**src/rtl/mtecm_pkg.sv**
```systemverilog
// Package with payload types, codes and default parameters for the multitouch event mapper.
package mtecm_pkg;

    localparam int MAX_SLOTS_DEF      = 10;
    localparam int SCREEN_WIDTH_DEF   = 1024;
    localparam int SCREEN_HEIGHT_DEF  = 600;
    localparam int REPORT_POINTS_DEF  = 2;
    localparam int COEF_FRAC_BITS_DEF = 16;

    localparam int COORD_W = 10;
    localparam int VAL_W   = 32;
    localparam int ACC_W   = 66;

    localparam logic [4:0] TYPE_SYNC = 5'd0;
    localparam logic [4:0] TYPE_KEY  = 5'd1;
    localparam logic [4:0] TYPE_ABS  = 5'd3;

    localparam logic [9:0] CODE_X        = 10'd0;
    localparam logic [9:0] CODE_Y        = 10'd1;
    localparam logic [9:0] CODE_SLOT     = 10'd47;
    localparam logic [9:0] CODE_MT_X     = 10'd53;
    localparam logic [9:0] CODE_MT_Y     = 10'd54;
    localparam logic [9:0] CODE_TRACK    = 10'd57;
    localparam logic [9:0] CODE_TOUCH    = 10'd330;
    localparam logic [9:0] CODE_REPORT   = 10'd0;

    localparam logic [2:0] REG_GXX = 3'd0;
    localparam logic [2:0] REG_GXY = 3'd1;
    localparam logic [2:0] REG_GYX = 3'd2;
    localparam logic [2:0] REG_GYY = 3'd3;
    localparam logic [2:0] REG_OFX = 3'd4;
    localparam logic [2:0] REG_OFY = 3'd5;

    typedef struct packed {
        logic [4:0]        event_type;
        logic [9:0]        event_code;
        logic signed [31:0] event_value;
    } t_in;

    typedef struct packed {
        logic [9:0] report_x;
        logic [9:0] report_y;
        logic       touching;
        logic [1:0] point_count;
        logic [9:0] first_x;
        logic [9:0] first_y;
        logic [9:0] second_x;
        logic [9:0] second_y;
    } t_out;

    typedef struct packed {
        logic [2:0]  index;
        logic [31:0] data;
    } t_cfg;

    // Request to the serial mapper: one raw point.
    typedef struct packed {
        logic              start;
        logic signed [31:0] raw_x;
        logic signed [31:0] raw_y;
    } t_map_req;

    typedef struct packed {
        logic       done;
        logic [9:0] sx;
        logic [9:0] sy;
    } t_map_rsp;

endpackage

```
**src/rtl/mtecm_mapper.sv**
```systemverilog
// Bit-serial affine mapper: shift-add products, saturation, rounding and clamping.
module mtecm_mapper #(
    parameter int COEF_FRAC_BITS = mtecm_pkg::COEF_FRAC_BITS_DEF,
    parameter int SCREEN_WIDTH   = mtecm_pkg::SCREEN_WIDTH_DEF,
    parameter int SCREEN_HEIGHT  = mtecm_pkg::SCREEN_HEIGHT_DEF
) (
    input  logic                 i_clk,
    input  logic                 i_rst_n,
    input  mtecm_pkg::t_map_req  i_req,
    input  logic signed [31:0]   i_gxx,
    input  logic signed [31:0]   i_gxy,
    input  logic signed [31:0]   i_gyx,
    input  logic signed [31:0]   i_gyy,
    input  logic signed [31:0]   i_ofx,
    input  logic signed [31:0]   i_ofy,
    output mtecm_pkg::t_map_rsp  o_rsp
);
    import mtecm_pkg::*;

    localparam logic signed [ACC_W-1:0] LIM_MAX = ACC_W'(64'sh7FFF_FFFF_FFFF_FFFF);
    localparam logic signed [ACC_W-1:0] LIM_MIN = -LIM_MAX - ACC_W'(1);

    typedef enum logic [2:0] {
        S_IDLE = 3'b001,
        S_MUL  = 3'b010,
        S_FIN  = 3'b100
    } t_state;

    t_state                   r_state, n_state;
    logic [5:0]               r_cnt, n_cnt;
    logic [31:0]              r_rx, n_rx;
    logic [31:0]              r_ry, n_ry;
    logic signed [ACC_W-1:0]  r_ax, n_ax;
    logic signed [ACC_W-1:0]  r_ay, n_ay;
    logic                     r_done, n_done;
    logic [9:0]               r_sx, n_sx;
    logic [9:0]               r_sy, n_sy;
    logic signed [ACC_W-1:0]  w_tx, w_ty;

    // Each cycle one bit of both raw values adds its partial products.
    // The top bit carries negative weight (two's complement).
    function automatic logic signed [ACC_W-1:0] f_term(input logic bit_x,
        input logic bit_y, input logic signed [31:0] gx, input logic signed [31:0] gy,
        input logic [5:0] pos);
        logic signed [ACC_W-1:0] s;
        s = '0;
        if (bit_x) s = s + (ACC_W'(gx) <<< pos);
        if (bit_y) s = s + (ACC_W'(gy) <<< pos);
        if (pos == 6'd31) s = -s;
        return s;
    endfunction

    function automatic logic [9:0] f_round(input logic signed [ACC_W-1:0] a,
        input logic signed [ACC_W-1:0] ofs, input int maxv);
        logic signed [ACC_W-1:0] v;
        logic signed [ACC_W-1:0] r;
        v = a + ofs;
        if (v > LIM_MAX) v = LIM_MAX;
        if (v < LIM_MIN) v = LIM_MIN;
        if (v < 0) return '0;
        if (v >= (ACC_W'(maxv) <<< COEF_FRAC_BITS)) return 10'(maxv);
        r = (v + (ACC_W'(1) <<< (COEF_FRAC_BITS - 1))) >>> COEF_FRAC_BITS;
        if (r > ACC_W'(maxv)) return 10'(maxv);
        return 10'(r);
    endfunction

    always_comb begin
        w_tx = f_term(r_rx[0], r_ry[0], i_gxx, i_gxy, r_cnt);
        w_ty = f_term(r_rx[0], r_ry[0], i_gyx, i_gyy, r_cnt);
    end

    always_comb begin
        n_state = r_state;
        n_cnt   = r_cnt;
        n_rx    = r_rx;
        n_ry    = r_ry;
        n_ax    = r_ax;
        n_ay    = r_ay;
        n_done  = 1'b0;
        n_sx    = r_sx;
        n_sy    = r_sy;
        unique case (r_state)
            S_IDLE: begin
                if (i_req.start) begin
                    n_rx    = i_req.raw_x;
                    n_ry    = i_req.raw_y;
                    n_ax    = '0;
                    n_ay    = '0;
                    n_cnt   = '0;
                    n_state = S_MUL;
                end
            end
            S_MUL: begin
                n_ax  = r_ax + w_tx;
                n_ay  = r_ay + w_ty;
                n_rx  = r_rx >> 1;
                n_ry  = r_ry >> 1;
                n_cnt = r_cnt + 6'd1;
                if (r_cnt == 6'd31) n_state = S_FIN;
            end
            S_FIN: begin
                n_sx    = f_round(r_ax, ACC_W'(i_ofx), SCREEN_WIDTH - 1);
                n_sy    = f_round(r_ay, ACC_W'(i_ofy), SCREEN_HEIGHT - 1);
                n_done  = 1'b1;
                n_state = S_IDLE;
            end
            default: n_state = S_IDLE;
        endcase
    end

    always_ff @(posedge i_clk) begin
        if (!i_rst_n) begin
            r_state <= S_IDLE;
            r_done  <= 1'b0;
            r_cnt   <= '0;
        end else begin
            r_state <= n_state;
            r_done  <= n_done;
            r_cnt   <= n_cnt;
        end
        r_rx <= n_rx;
        r_ry <= n_ry;
        r_ax <= n_ax;
        r_ay <= n_ay;
        r_sx <= n_sx;
        r_sy <= n_sy;
    end

    assign o_rsp.done = r_done;
    assign o_rsp.sx   = r_sx;
    assign o_rsp.sy   = r_sy;

endmodule

```
**src/rtl/multitouch_event_calibrated_mapper.sv**
```systemverilog
// Top level of the multitouch event mapper: slot tracking, report sequencing and output.
// A report sync with events pending walks the slots one per cycle, pausing while a
// complete slot is mapped, and hands each complete slot, up to REPORT_POINTS of them,
// to the bit-serial mapper; with no complete slot the last raw point is mapped instead.
// The mapper answers each request with a done strobe. The result waits in an output
// register; the next event is taken once the result is handed over.
module multitouch_event_calibrated_mapper #(
    parameter int MAX_SLOTS      = mtecm_pkg::MAX_SLOTS_DEF,
    parameter int SCREEN_WIDTH   = mtecm_pkg::SCREEN_WIDTH_DEF,
    parameter int SCREEN_HEIGHT  = mtecm_pkg::SCREEN_HEIGHT_DEF,
    parameter int REPORT_POINTS  = mtecm_pkg::REPORT_POINTS_DEF,
    parameter int COEF_FRAC_BITS = mtecm_pkg::COEF_FRAC_BITS_DEF
) (
    input  logic            i_clk,
    input  logic            i_rst_n,
    input  logic            i_valid,
    output logic            o_ready,
    input  mtecm_pkg::t_in  i_data,
    output logic            o_valid,
    input  logic            i_ready,
    output mtecm_pkg::t_out o_data,
    input  logic            i_cfg_valid,
    output logic            o_cfg_ready,
    input  mtecm_pkg::t_cfg i_cfg
);
    import mtecm_pkg::*;

    localparam int SLOT_W = (MAX_SLOTS > 1) ? $clog2(MAX_SLOTS) : 1;

    typedef enum logic [4:0] {
        S_IDLE = 5'b00001,
        S_SCAN = 5'b00010,
        S_MAP  = 5'b00100,
        S_WAIT = 5'b01000,
        S_OUT  = 5'b10000
    } t_state;

    t_state             r_state, n_state;
    logic [2:0]         r_flags [MAX_SLOTS];
    logic [31:0]        r_sx_raw [MAX_SLOTS];
    logic [31:0]        r_sy_raw [MAX_SLOTS];
    logic [3:0]         r_cur;
    logic [31:0]        r_lx, r_ly;
    logic               r_touch, r_pend;
    logic signed [31:0] r_gxx, r_gxy, r_gyx, r_gyy, r_ofx, r_ofy;
    logic [SLOT_W-1:0]  r_idx;
    logic [1:0]         r_cnt;
    logic               r_last;
    logic [9:0]         r_px [2];
    logic [9:0]         r_py [2];
    logic               r_ovalid;
    t_out               r_out;
    t_map_req           w_req;
    t_map_rsp           w_rsp;
    logic [SLOT_W-1:0]  w_cs;
    logic               w_acc;
    logic               w_scan_end;

    mtecm_mapper #(
        .COEF_FRAC_BITS(COEF_FRAC_BITS),
        .SCREEN_WIDTH  (SCREEN_WIDTH),
        .SCREEN_HEIGHT (SCREEN_HEIGHT)
    ) u_map (
        .i_clk  (i_clk),
        .i_rst_n(i_rst_n),
        .i_req  (w_req),
        .i_gxx  (r_gxx),
        .i_gxy  (r_gxy),
        .i_gyx  (r_gyx),
        .i_gyy  (r_gyy),
        .i_ofx  (r_ofx),
        .i_ofy  (r_ofy),
        .o_rsp  (w_rsp)
    );

    assign o_ready     = (r_state == S_IDLE) && !r_ovalid;
    assign o_cfg_ready = 1'b1;
    assign o_valid     = r_ovalid;
    assign o_data      = r_out;
    assign w_acc       = i_valid && o_ready;
    assign w_cs        = (32'(r_cur) < MAX_SLOTS) ? SLOT_W'(r_cur) : '0;
    assign w_scan_end  = (32'(r_idx) == MAX_SLOTS - 1);

    always_comb begin
        w_req.start = 1'b0;
        w_req.raw_x = r_last ? r_lx : r_sx_raw[r_idx];
        w_req.raw_y = r_last ? r_ly : r_sy_raw[r_idx];
        if (r_state == S_MAP) w_req.start = 1'b1;
    end

    always_comb begin
        n_state = r_state;
        unique case (r_state)
            S_IDLE: begin
                if (w_acc && i_data.event_type == TYPE_SYNC
                    && i_data.event_code == CODE_REPORT && r_pend)
                    n_state = S_SCAN;
            end
            S_SCAN: begin
                if (r_flags[r_idx] == 3'b111) n_state = S_MAP;
                else if (w_scan_end) n_state = (r_cnt == 2'd0) ? S_MAP : S_OUT;
            end
            S_MAP:  n_state = S_WAIT;
            S_WAIT: begin
                if (w_rsp.done) begin
                    if (r_last || 32'(r_cnt) + 1 >= REPORT_POINTS || w_scan_end)
                        n_state = S_OUT;
                    else n_state = S_SCAN;
                end
            end
            S_OUT:  n_state = S_IDLE;
            default: n_state = S_IDLE;
        endcase
    end

    always_ff @(posedge i_clk) begin
        if (!i_rst_n) begin
            r_state  <= S_IDLE;
            r_cur    <= '0;
            r_lx     <= '0;
            r_ly     <= '0;
            r_touch  <= 1'b0;
            r_pend   <= 1'b0;
            r_ovalid <= 1'b0;
            r_gxx    <= 32'sd65536;
            r_gxy    <= '0;
            r_gyx    <= '0;
            r_gyy    <= 32'sd65536;
            r_ofx    <= '0;
            r_ofy    <= '0;
            r_idx    <= '0;
            r_cnt    <= '0;
            r_last   <= 1'b0;
            for (int k = 0; k < MAX_SLOTS; k++) begin
                r_flags[k]  <= '0;
                r_sx_raw[k] <= '0;
                r_sy_raw[k] <= '0;
            end
        end else begin
            r_state <= n_state;
            if (r_ovalid && i_ready) r_ovalid <= 1'b0;
            if (i_cfg_valid) begin
                unique case (i_cfg.index)
                    REG_GXX: r_gxx <= i_cfg.data;
                    REG_GXY: r_gxy <= i_cfg.data;
                    REG_GYX: r_gyx <= i_cfg.data;
                    REG_GYY: r_gyy <= i_cfg.data;
                    REG_OFX: r_ofx <= i_cfg.data;
                    REG_OFY: r_ofy <= i_cfg.data;
                    default: ;
                endcase
            end
            unique case (r_state)
                S_IDLE: begin
                    if (w_acc) begin
                        if (i_data.event_type == TYPE_ABS) begin
                            case (i_data.event_code)
                                CODE_SLOT: begin
                                    if (i_data.event_value >= 0
                                        && i_data.event_value < MAX_SLOTS)
                                        r_cur <= 4'(i_data.event_value);
                                end
                                CODE_X, CODE_MT_X: begin
                                    r_lx <= i_data.event_value;
                                    r_pend <= 1'b1;
                                    if (i_data.event_code == CODE_MT_X) begin
                                        r_sx_raw[w_cs] <= i_data.event_value;
                                        r_flags[w_cs] <= r_flags[w_cs] | 3'b011;
                                    end else begin
                                        r_sx_raw[0] <= i_data.event_value;
                                        r_flags[0] <= r_flags[0] | 3'b010;
                                    end
                                end
                                CODE_Y, CODE_MT_Y: begin
                                    r_ly <= i_data.event_value;
                                    r_pend <= 1'b1;
                                    if (i_data.event_code == CODE_MT_Y) begin
                                        r_sy_raw[w_cs] <= i_data.event_value;
                                        r_flags[w_cs] <= r_flags[w_cs] | 3'b101;
                                    end else begin
                                        r_sy_raw[0] <= i_data.event_value;
                                        r_flags[0] <= r_flags[0] | 3'b100;
                                    end
                                end
                                CODE_TRACK: begin
                                    r_pend <= 1'b1;
                                    if (i_data.event_value < 0) begin
                                        r_flags[w_cs]  <= '0;
                                        r_sx_raw[w_cs] <= '0;
                                        r_sy_raw[w_cs] <= '0;
                                    end else begin
                                        r_flags[w_cs] <= r_flags[w_cs] | 3'b001;
                                    end
                                end
                                default: ;
                            endcase
                        end else if (i_data.event_type == TYPE_KEY
                                     && i_data.event_code == CODE_TOUCH) begin
                            r_pend  <= 1'b1;
                            r_touch <= (i_data.event_value != 0);
                            if (i_data.event_value == 0) begin
                                r_cur <= '0;
                                for (int k = 0; k < MAX_SLOTS; k++) begin
                                    r_flags[k]  <= '0;
                                    r_sx_raw[k] <= '0;
                                    r_sy_raw[k] <= '0;
                                end
                            end
                        end else if (n_state == S_SCAN) begin
                            r_idx  <= '0;
                            r_cnt  <= '0;
                            r_last <= 1'b0;
                            if (r_touch && r_flags[0] == 3'b110) r_flags[0] <= 3'b111;
                        end
                    end
                end
                S_SCAN: begin
                    if (r_flags[r_idx] != 3'b111) begin
                        if (w_scan_end) r_last <= (r_cnt == 2'd0);
                        else r_idx <= r_idx + SLOT_W'(1);
                    end
                end
                S_WAIT: begin
                    if (w_rsp.done && !r_last) begin
                        r_px[r_cnt[0]] <= w_rsp.sx;
                        r_py[r_cnt[0]] <= w_rsp.sy;
                        r_cnt <= r_cnt + 2'd1;
                        if (!w_scan_end) r_idx <= r_idx + SLOT_W'(1);
                    end
                    if (w_rsp.done && r_last) begin
                        r_px[0] <= w_rsp.sx;
                        r_py[0] <= w_rsp.sy;
                    end
                end
                S_OUT: begin
                    r_ovalid <= 1'b1;
                    r_pend   <= 1'b0;
                    r_touch  <= (r_cnt != 2'd0);
                    r_out.touching    <= (r_cnt != 2'd0);
                    r_out.point_count <= r_cnt;
                    r_out.first_x     <= (r_cnt != 2'd0) ? r_px[0] : '0;
                    r_out.first_y     <= (r_cnt != 2'd0) ? r_py[0] : '0;
                    r_out.second_x    <= (r_cnt == 2'd2) ? r_px[1] : '0;
                    r_out.second_y    <= (r_cnt == 2'd2) ? r_py[1] : '0;
                    if (r_cnt == 2'd2) begin
                        r_out.report_x <= 10'((11'(r_px[0]) + 11'(r_px[1])) >> 1);
                        r_out.report_y <= 10'((11'(r_py[0]) + 11'(r_py[1])) >> 1);
                    end else begin
                        r_out.report_x <= r_px[0];
                        r_out.report_y <= r_py[0];
                    end
                end
                default: ;
            endcase
        end
    end

endmodule

```
**config.mk**
```make
export PLATFORM = sky130hd
export DESIGN_NAME = multitouch_event_calibrated_mapper
export DESIGN_NICKNAME = d
export VERILOG_FILES = /design/src/rtl/mtecm_pkg.sv /design/src/rtl/mtecm_mapper.sv /design/src/rtl/multitouch_event_calibrated_mapper.sv
export SDC_FILE = /design/constraint.sdc
export NUM_CORES = 2
export LEC_CHECK = 0
export BUFFER_PORTS_ARGS = -buffer_cell sky130_fd_sc_hd__buf_2
export CAP_MARGIN = 20
export CORE_AREA = 2 2 561 563
export DETAILED_ROUTE_END_ITERATION = 8
export DIE_AREA = 0 0 563 565
export GPL_ROUTABILITY_DRIVEN = 1
export SLEW_MARGIN = 20
export SYNTH_ARGS = -nofsm -noshare
export SYNTH_HDL_FRONTEND = slang
export SYNTH_SLANG_ARGS = --single-unit
```
**constraint.sdc**
```tcl
create_clock -name i_clk -period 18.9 [get_ports i_clk]
set_clock_uncertainty 0.15 [all_clocks]
set_input_delay 3.78 -clock i_clk [delete_from_list [all_inputs] [get_ports i_clk]]
set_output_delay 3.78 -clock i_clk [all_outputs]
set_load 0.01 [all_outputs]
```
* After elaboration in Yosys (flattened, before gate mapping) *
Memory sizes are Yosys's and may differ from the RTL's. A register that Yosys moved wholly into a read port is not among the register bits.
Cells that the tools add are included.

word-level totals
  register bits after elaboration = 564
  latch bits = 0
  RAM bits = 710
  ROM bits = 0
  bits of input ports = 87
  memories kept = 5

operators by class
  $add $sub $neg = 16
  $mul = 0
  div/mod/pow operators = 0
  $lt $le $gt $ge = 15
  equal/unequal tests = 45
  shifts and indexed selects = 4
  muxes and demuxes = 239
  bitwise logic cells = 46
  reductions and logical operators = 58

memories
  memory    words  bits a word  read ports  clocked after memory_dff  write ports  RTL line                                  text
  r_sx_raw  10     32           1           1                         10           multitouch_event_calibrated_mapper.sv:40  logic [31:0] r_sx_raw [MAX_SLOTS];
  r_sy_raw  10     32           1           1                         10           multitouch_event_calibrated_mapper.sv:41  logic [31:0] r_sy_raw [MAX_SLOTS];
  r_flags   10     3            2           1                         10           multitouch_event_calibrated_mapper.sv:39  logic [2:0] r_flags [MAX_SLOTS];
  r_px      2      10           2           0                         1            multitouch_event_calibrated_mapper.sv:49  logic [9:0] r_px [2];
  r_py      2      10           2           0                         1            multitouch_event_calibrated_mapper.sv:50  logic [9:0] r_py [2];

operators with widths
  operator                                                              count
  2-to-1 mux 66 bit                                                     15
  2-to-1 mux 32 bit                                                     30
  adder 66 bit                                                          4
  case mux 66 bit (2 select lines)                                      2
  <<< shifter 32 x 6 -> 66 bit                                          4
  2-to-1 mux 10 bit                                                     14
  adder 66 x 17 -> 66 bit (second input constant)                       2
  adder 66 x 32 -> 66 bit                                               2
  greater-or-equal comparator 66 x 27 -> 1 bit (second input constant)  2
  > comparator 66 x 64 -> 1 bit (second input constant)                 2
  < comparator 66 x 1 -> 1 bit (second input constant)                  2
  < comparator 66 x 64 -> 1 bit (second input constant)                 2
  negation 66 bit                                                       2
  case mux 32 bit (2 select lines)                                      2
  2-to-1 mux 1 bit                                                      116
  > comparator 50 x 11 -> 1 bit (second input constant)                 2
  2-to-1 mux 4 bit                                                      22
  OR reduction 32 bit                                                   2
  2-to-1 mux 3 bit                                                      17
  bitwise OR 1 bit                                                      46
  == test 10 x 6 -> 1 bit (second input constant)                       4
  greater-or-equal comparator 32 x 1 -> 1 bit (second input constant)   1
  zero test 32 bit                                                      1
  < comparator 32 x 1 -> 1 bit (second input constant)                  1
  other kinds (54)                                                      126

* Longest topological paths before layout *
  depth in word-level cells = 18
  mapped depth = 51
  gate-level depth less buffers = 39

* Hierarchy *
A second synthesis with hierarchy kept.

unflattened totals
  cell total of the unflattened synthesis = 10694
  area total of the unflattened synthesis = 109193.5 um2

by module, submodules not included
  module                              instances  cells each  area each (um2)  sequential area each (um2)
  multitouch_event_calibrated_mapper  1          4231        61084.8          40869.2
  mtecm_mapper                        1          6463        48108.6          6686.4

* Worst setup path after synthesis *
OpenSTA, ideal clock, no wires.

  path type = flip-flop to flip-flop
  start = register u_map.r_cnt[0]
  end = register u_map.r_ax[65], data pin
  library setup time = 133 ps
  data arrival time = 10808 ps
  setup slack = 7809 ps
  cell stages (with the launch flop) = 48
  buffers on the path = 12
  period minus slack after synthesis = 11091 ps
  path through = dfxtp_1 buf_2 buf_4 buf_4 buf_2 buf_2 buf_2 buf_2 buf_2 buf_2 buf_1 mux4_2 mux2i_1 nor2_1 a31oi_1 nor2_1 ha_1 buf_4 [12 not listed] nand2_1 xnor2_1 ha_1 clkbuf_1 nand4_1 nor2_1 o21ai_0 or3b_2 a221o_1 a211o_1 nor3_1 o31ai_1 o211ai_1 a31oi_1 xnor2_1 a211o_1 a2111o_1 nand2_1

on the way
  word-level cells in the longest chain between the ends = 8

RTL lines
  item                                RTL line             text
  start: declaration                  mtecm_mapper.sv:30   logic [5:0] r_cnt, n_cnt;
  start signal: assignment            mtecm_mapper.sv:119  r_cnt <= n_cnt;
  <<< shifter 32 x 6 -> 66 bit        mtecm_mapper.sv:47   if (bit_x) s = s + (ACC_W'(gx) <<< pos);
  2-to-1 mux 66 bit                   mtecm_mapper.sv:47
  adder 66 bit                        mtecm_mapper.sv:48   if (bit_y) s = s + (ACC_W'(gy) <<< pos);
  2-to-1 mux 66 bit                   mtecm_mapper.sv:48
  negation 66 bit                     mtecm_mapper.sv:49   if (pos == 6'd31) s = -s;
  2-to-1 mux 66 bit *                 mtecm_mapper.sv:49
  adder 66 bit *                      mtecm_mapper.sv:94   n_ax = r_ax + w_tx;
  case mux 66 bit (2 select lines) *  mtecm_mapper.sv:82   unique case (r_state)
  end signal: assignment              mtecm_mapper.sv:123  r_ax <= n_ax;
  end: declaration                    mtecm_mapper.sv:33   logic signed [ACC_W-1:0] r_ax, n_ax;

Every way passes the cells marked *; elsewhere a longest branch is shown, timed or not.
A chain may end at the register's enable or synchronous reset.

* Final worst setup path *
  start = register u_map.r_cnt[3]
  end = register u_map.r_ay[65], data pin

on the way
  word-level cells in the longest chain between the ends = 8

RTL lines
  item                                RTL line             text
  <<< shifter 32 x 6 -> 66 bit        mtecm_mapper.sv:47
  2-to-1 mux 66 bit                   mtecm_mapper.sv:47
  adder 66 bit                        mtecm_mapper.sv:48
  2-to-1 mux 66 bit                   mtecm_mapper.sv:48
  negation 66 bit                     mtecm_mapper.sv:49
  2-to-1 mux 66 bit *                 mtecm_mapper.sv:49
  adder 66 bit *                      mtecm_mapper.sv:95   n_ay = r_ay + w_ty;
  case mux 66 bit (2 select lines) *  mtecm_mapper.sv:82
  end signal: assignment              mtecm_mapper.sv:124  r_ay <= n_ay;
  end: declaration                    mtecm_mapper.sv:34   logic signed [ACC_W-1:0] r_ay, n_ay;

Marked as above.

==> impl_metrics.env <==
export IMPL_grt_pass1_wl_mm=551
export IMPL_cts_made_buffers=190
export IMPL_power_leakage_nw=45.6
export IMPL_netlist_area_sq_mm=0.109
export IMPL_pwr_share_clk_pct=44.4
export IMPL_hold_depth=0
export IMPL_ys_ff_latch=1680
export IMPL_setup_violations=0
export IMPL_finalWirelength_mm=378
export IMPL_crit_top_cell="o21ai_0"
export IMPL_cts_path_max_buffers=4
export IMPL_switching_power_w=0.00197
export IMPL_powerDensity_mw_per_mm2=68.6
export IMPL_num_fill_cells=30600
export IMPL_setup_tns_ns=0
export IMPL_cp_max_fo=54
export IMPL_wl_per_cell_um=24.9
export IMPL_cts_sinks=1680
export IMPL_syn_avg_cell_area_sq_um=10.2
export IMPL_via_per_inst=5.74
export IMPL_rows=205
export IMPL_cts_htree_levels=4
export IMPL_firstDrtPassIters=7
export IMPL_gp_congestion=1.03
export IMPL_reg2reg_from="u_map.r_cnt[3]"
export IMPL_die_area_sq_mm=0.318
export IMPL_clock_latency_ns=0.95
export IMPL_drive_gt1_share_pct=12.1
export IMPL_worstHoldStart="u_map.r_sy[0]"
export IMPL_antenna_found_initial=38
export IMPL_holdWs_ns=0.282
export IMPL_postCtsSetupBuffers=0
export IMPL_finalMaxSlewViolations=0
export IMPL_worst_r2r_setup_slack_ns=6.23
export IMPL_run_status="completed"
export IMPL_ioPinCount=153
export IMPL_crit_arrival_ns=13.09
export IMPL_grt_pass1_vias=82100
export IMPL_cap_violations=0
export IMPL_post_cts_resized=0
export IMPL_num_vias=87200
export IMPL_worstMarginPinSlew_ns=1.19
export IMPL_die_width_um=563
export IMPL_period_minus_slack_ns=12.67
export IMPL_initial_core_util_pct=35.0
export IMPL_area_growth_pct=11.6
export IMPL_final_core_util_pct=39.0
export IMPL_p_sw_share_pct=23.6
export IMPL_final_hold_viol_count=0
export IMPL_yosysWarnings=0
export IMPL_fmax_mhz=78.9
export IMPL_worstSetupPathType="flip-flop to flip-flop"
export IMPL_r2r_cells=31
export IMPL_finalCritPeriodShare_pct=67.0
export IMPL_critPathSlowestCell="a2111oi_1"
export IMPL_tritoncts="yes"
export IMPL_clockRootBuffer="clkbuf_16"
export IMPL_port_buffers=151
export IMPL_coreArea_sq_mm=0.311
export IMPL_end_kind="flip-flop"
export IMPL_drtIter0Drc=9942
export IMPL_route_detailed_drc=0
export IMPL_hold_end="r_py[0][0]"
export IMPL_hpwl_mm=269
export IMPL_clk_pin_slew_worst_paths_ns=0.07
export IMPL_ys_seq_area_share_pct=43.7
export IMPL_grt_max_degree=154
export IMPL_synth_flop_cell="edfxtp_1"
export IMPL_p_int_w=0.00637
export IMPL_grt_usage_pct=23.0
export IMPL_max_stage_delay_ns=0.99
export IMPL_die_h_um=565
export IMPL_ys_types=118
export IMPL_async_reset_ff_share_pct=0
export IMPL_reg2reg_to="u_map.r_ay[65]"
export IMPL_seqPwrFrac_pct=50.0
export IMPL_final_antenna_net_count=0
export IMPL_min_path_type="flip-flop to flip-flop"
export IMPL_grt_overflow=0
export IMPL_cts_hold_buf=0
export IMPL_fin_nets=11400
export IMPL_netlist_instances=10700
export IMPL_fin_total_pwr_w=0.00834
export IMPL_ir_drop_mv=0.0824
export IMPL_pwr_share_comb_pct=5.6
export IMPL_cp_required_ns=19.33
export IMPL_cp_start_kind="flip-flop"
export IMPL_slew_headroom_pct=20.3
export IMPL_grt_setup_unrepaired="false"
export IMPL_synth_edf_count=1391
[stage by stage]
stage / instance area (sq um) / instances / worst slack [ns]
after global routing: 121000 / 15200 / 5.81
after global placement: 115000 / 14800 / 6.25
final: 122000 / 15200 / 6.23
after floorplan: 110000 / 11100 / 7.81
after CTS: 121000 / 15200 / 6.58
after detailed placement: 115000 / 14800 / 6.60
[worst max-delay path, delay by kind of cell (launching register included)]
family / cells / cell delay (ns)
AO/OA/AOI/OAI: 14 / 5.70
AND/OR/NAND/NOR: 10 / 2.81
buffers and inverters: 2 / 1.37
flip-flops: 1 / 0.80
adder cells (fa/ha/maj): 2 / 0.77
XOR/XNOR: 3 / 0.75
[logic make-up after synthesis]
group,after synthesis,synth area share (%)
compound gates,2637,15.4
xor+xnor,405,3.28
fa+ha+maj,425,4.94
buf+inv,876,3.16
flops,1680,43.7
mux,794,12.4
other cells,2,0.00690
simple gates,3843,17.2
[cell type report]
type | instances | area, sq um | share of cell area (%)
multi-input combinational | 8507 | 59900 | 49.2
sequential | 1680 | 47600 | 39.2
clock buffer | 257 | 5210 | 4.29
tap | 4140 | 5180 | 4.26
timing repair buffer | 302 | 1980 | 1.63
clock inverter | 93 | 983 | 0.809
inverter | 176 | 676 | 0.556
antenna | 24 | 60.1 | 0.0494
[Yosys cell counts, types with 18 or more instances]
master / instances / area (sq um)
a31oi_1: 106 / 663
and3_1: 68 / 425
o211ai_1: 79 / 593
and4_1: 21 / 184
a211o_1: 27 / 236
o22ai_1: 76 / 475
nand3b_1: 21 / 158
nand4_1: 121 / 757
edfxtp_1: 1391 / 41800
a22oi_1: 22 / 165
nor2b_1: 156 / 976
buf_1: 104 / 390
nand2_1: 1269 / 4760
o21ai_0: 505 / 2530
xnor2_1: 223 / 1950
mux4_2: 430 / 9680
and2_1: 715 / 4470
mux2i_1: 244 / 2440
or2_2: 44 / 275
a21oi_1: 924 / 4620
nor4_1: 48 / 300
o31ai_1: 42 / 315
or3_1: 42 / 263
o21a_1: 83 / 623
nand3_1: 174 / 871
a21o_1: 222 / 1670
a211oi_1: 124 / 931
o221ai_1: 18 / 158
nor2_1: 814 / 3060
a2111oi_0: 19 / 166
o21bai_1: 66 / 495
dfxtp_1: 289 / 5790
nor3b_1: 22 / 165
nor3_1: 152 / 761
a31o_2: 18 / 158
xor2_1: 180 / 1580
ha_1: 417 / 5220
o2111ai_1: 20 / 175
nand2b_1: 95 / 594
a221oi_1: 21 / 184
inv_1: 170 / 638
buf_2: 46 / 230
mux2_2: 120 / 1350
or4_1: 25 / 188
clkbuf_1: 530 / 1990
[how the worst max path moves through the flow]
| stage | startpoint | endpoint | depth (start not counted) | slack (ns) |
|---|---|---|---|---|
| after floorplan | u_map.r_cnt[0] | u_map.r_ax[65] | 47 | 7.81 |
| after global placement | u_map.r_cnt[1] | u_map.r_ay[65] | 30 | 6.25 |
| after detailed placement | u_map.r_cnt[1] | u_map.r_ay[65] | 31 | 6.60 |
| after CTS | u_map.r_cnt[1] | u_map.r_ay[65] | 31 | 6.58 |
| after global routing | u_map.r_cnt[0] | u_map.r_ay[65] | 32 | 5.81 |
| final | u_map.r_cnt[3] | u_map.r_ay[65] | 31 | 6.23 |
[layer usage]
| layer | vias to the layer above | wire length [um] | track usage (%) |
|---|---|---|---|
| met5 | - | 87 | 0 |
| met4 | 14 | 18500 | 10.4 |
| met3 | 802 | 28500 | 4.00 |
| met2 | 3611 | 175000 | 37.4 |
| met1 | 42900 | 156000 | 29.9 |
| li1 | 39900 | - | - |
[layout by cell type, fill, tap and decap left out, types with 27 or more instances in the layout]
| master | count |
|---|---|
| nand3_1 | 174 |
| nor2_1 | 791 |
| mux4_2 | 430 |
| o21a_1 | 83 |
| a21oi_1 | 919 |
| nor4_1 | 48 |
| dfxtp_1 | 279 |
| nand2b_1 | 94 |
| clkinv_2 | 36 |
| mux2i_1 | 244 |
| buf_2 | 151 |
| and3_1 | 68 |
| xor2_1 | 180 |
| nand4_1 | 121 |
| nand2_1 | 1263 |
| inv_1 | 166 |
| xnor2_1 | 223 |
| o21ai_0 | 487 |
| and2_1 | 714 |
| a211oi_1 | 124 |
| o31ai_1 | 42 |
| conb_1 | 403 |
| o211ai_1 | 79 |
| a21o_1 | 222 |
| ha_1 | 416 |
| or3_1 | 41 |
| o22ai_1 | 76 |
| clkbuf_1 | 49 |
| nor2b_1 | 156 |
| or2_2 | 44 |
| o21bai_1 | 66 |
| a31oi_1 | 106 |
| edfxtp_1 | 1391 |
| a211o_1 | 27 |
| mux2_2 | 120 |
| buf_4 | 144 |
| clkbuf_16 | 192 |
| nor3_1 | 148 |
[power groups by stage]
stage	sequential, W	combinational, W	clock, W
floorplan	0.00423	0.000279	0
global placement	0.00424	0.000457	0
detailed placement	0.00424	0.000458	0
CTS	0.00416	0.000460	0.00378
global route	0.00417	0.000498	0.00391
finish	0.00416	0.000469	0.00370
[registers in the layout, indices dropped and copies added, names as in the netlist, 10 cells and up, named ones only]
name	flops
u_map.r_rx	32
r_gyx	32
r_py	20
r_sx_raw	512
r_ofy	32
u_map.r_sx	10
u_map.r_ax	66
r_flags	48
r_gxx	32
r_gxy	32
r_px	20
o_data	63
r_ofx	32
r_gyy	32
u_map.r_sy	10
r_ly	32
r_lx	32
r_sy_raw	512
u_map.r_ay	66
u_map.r_ry	32
Note: power is estimated with default switching activity, not from simulation.
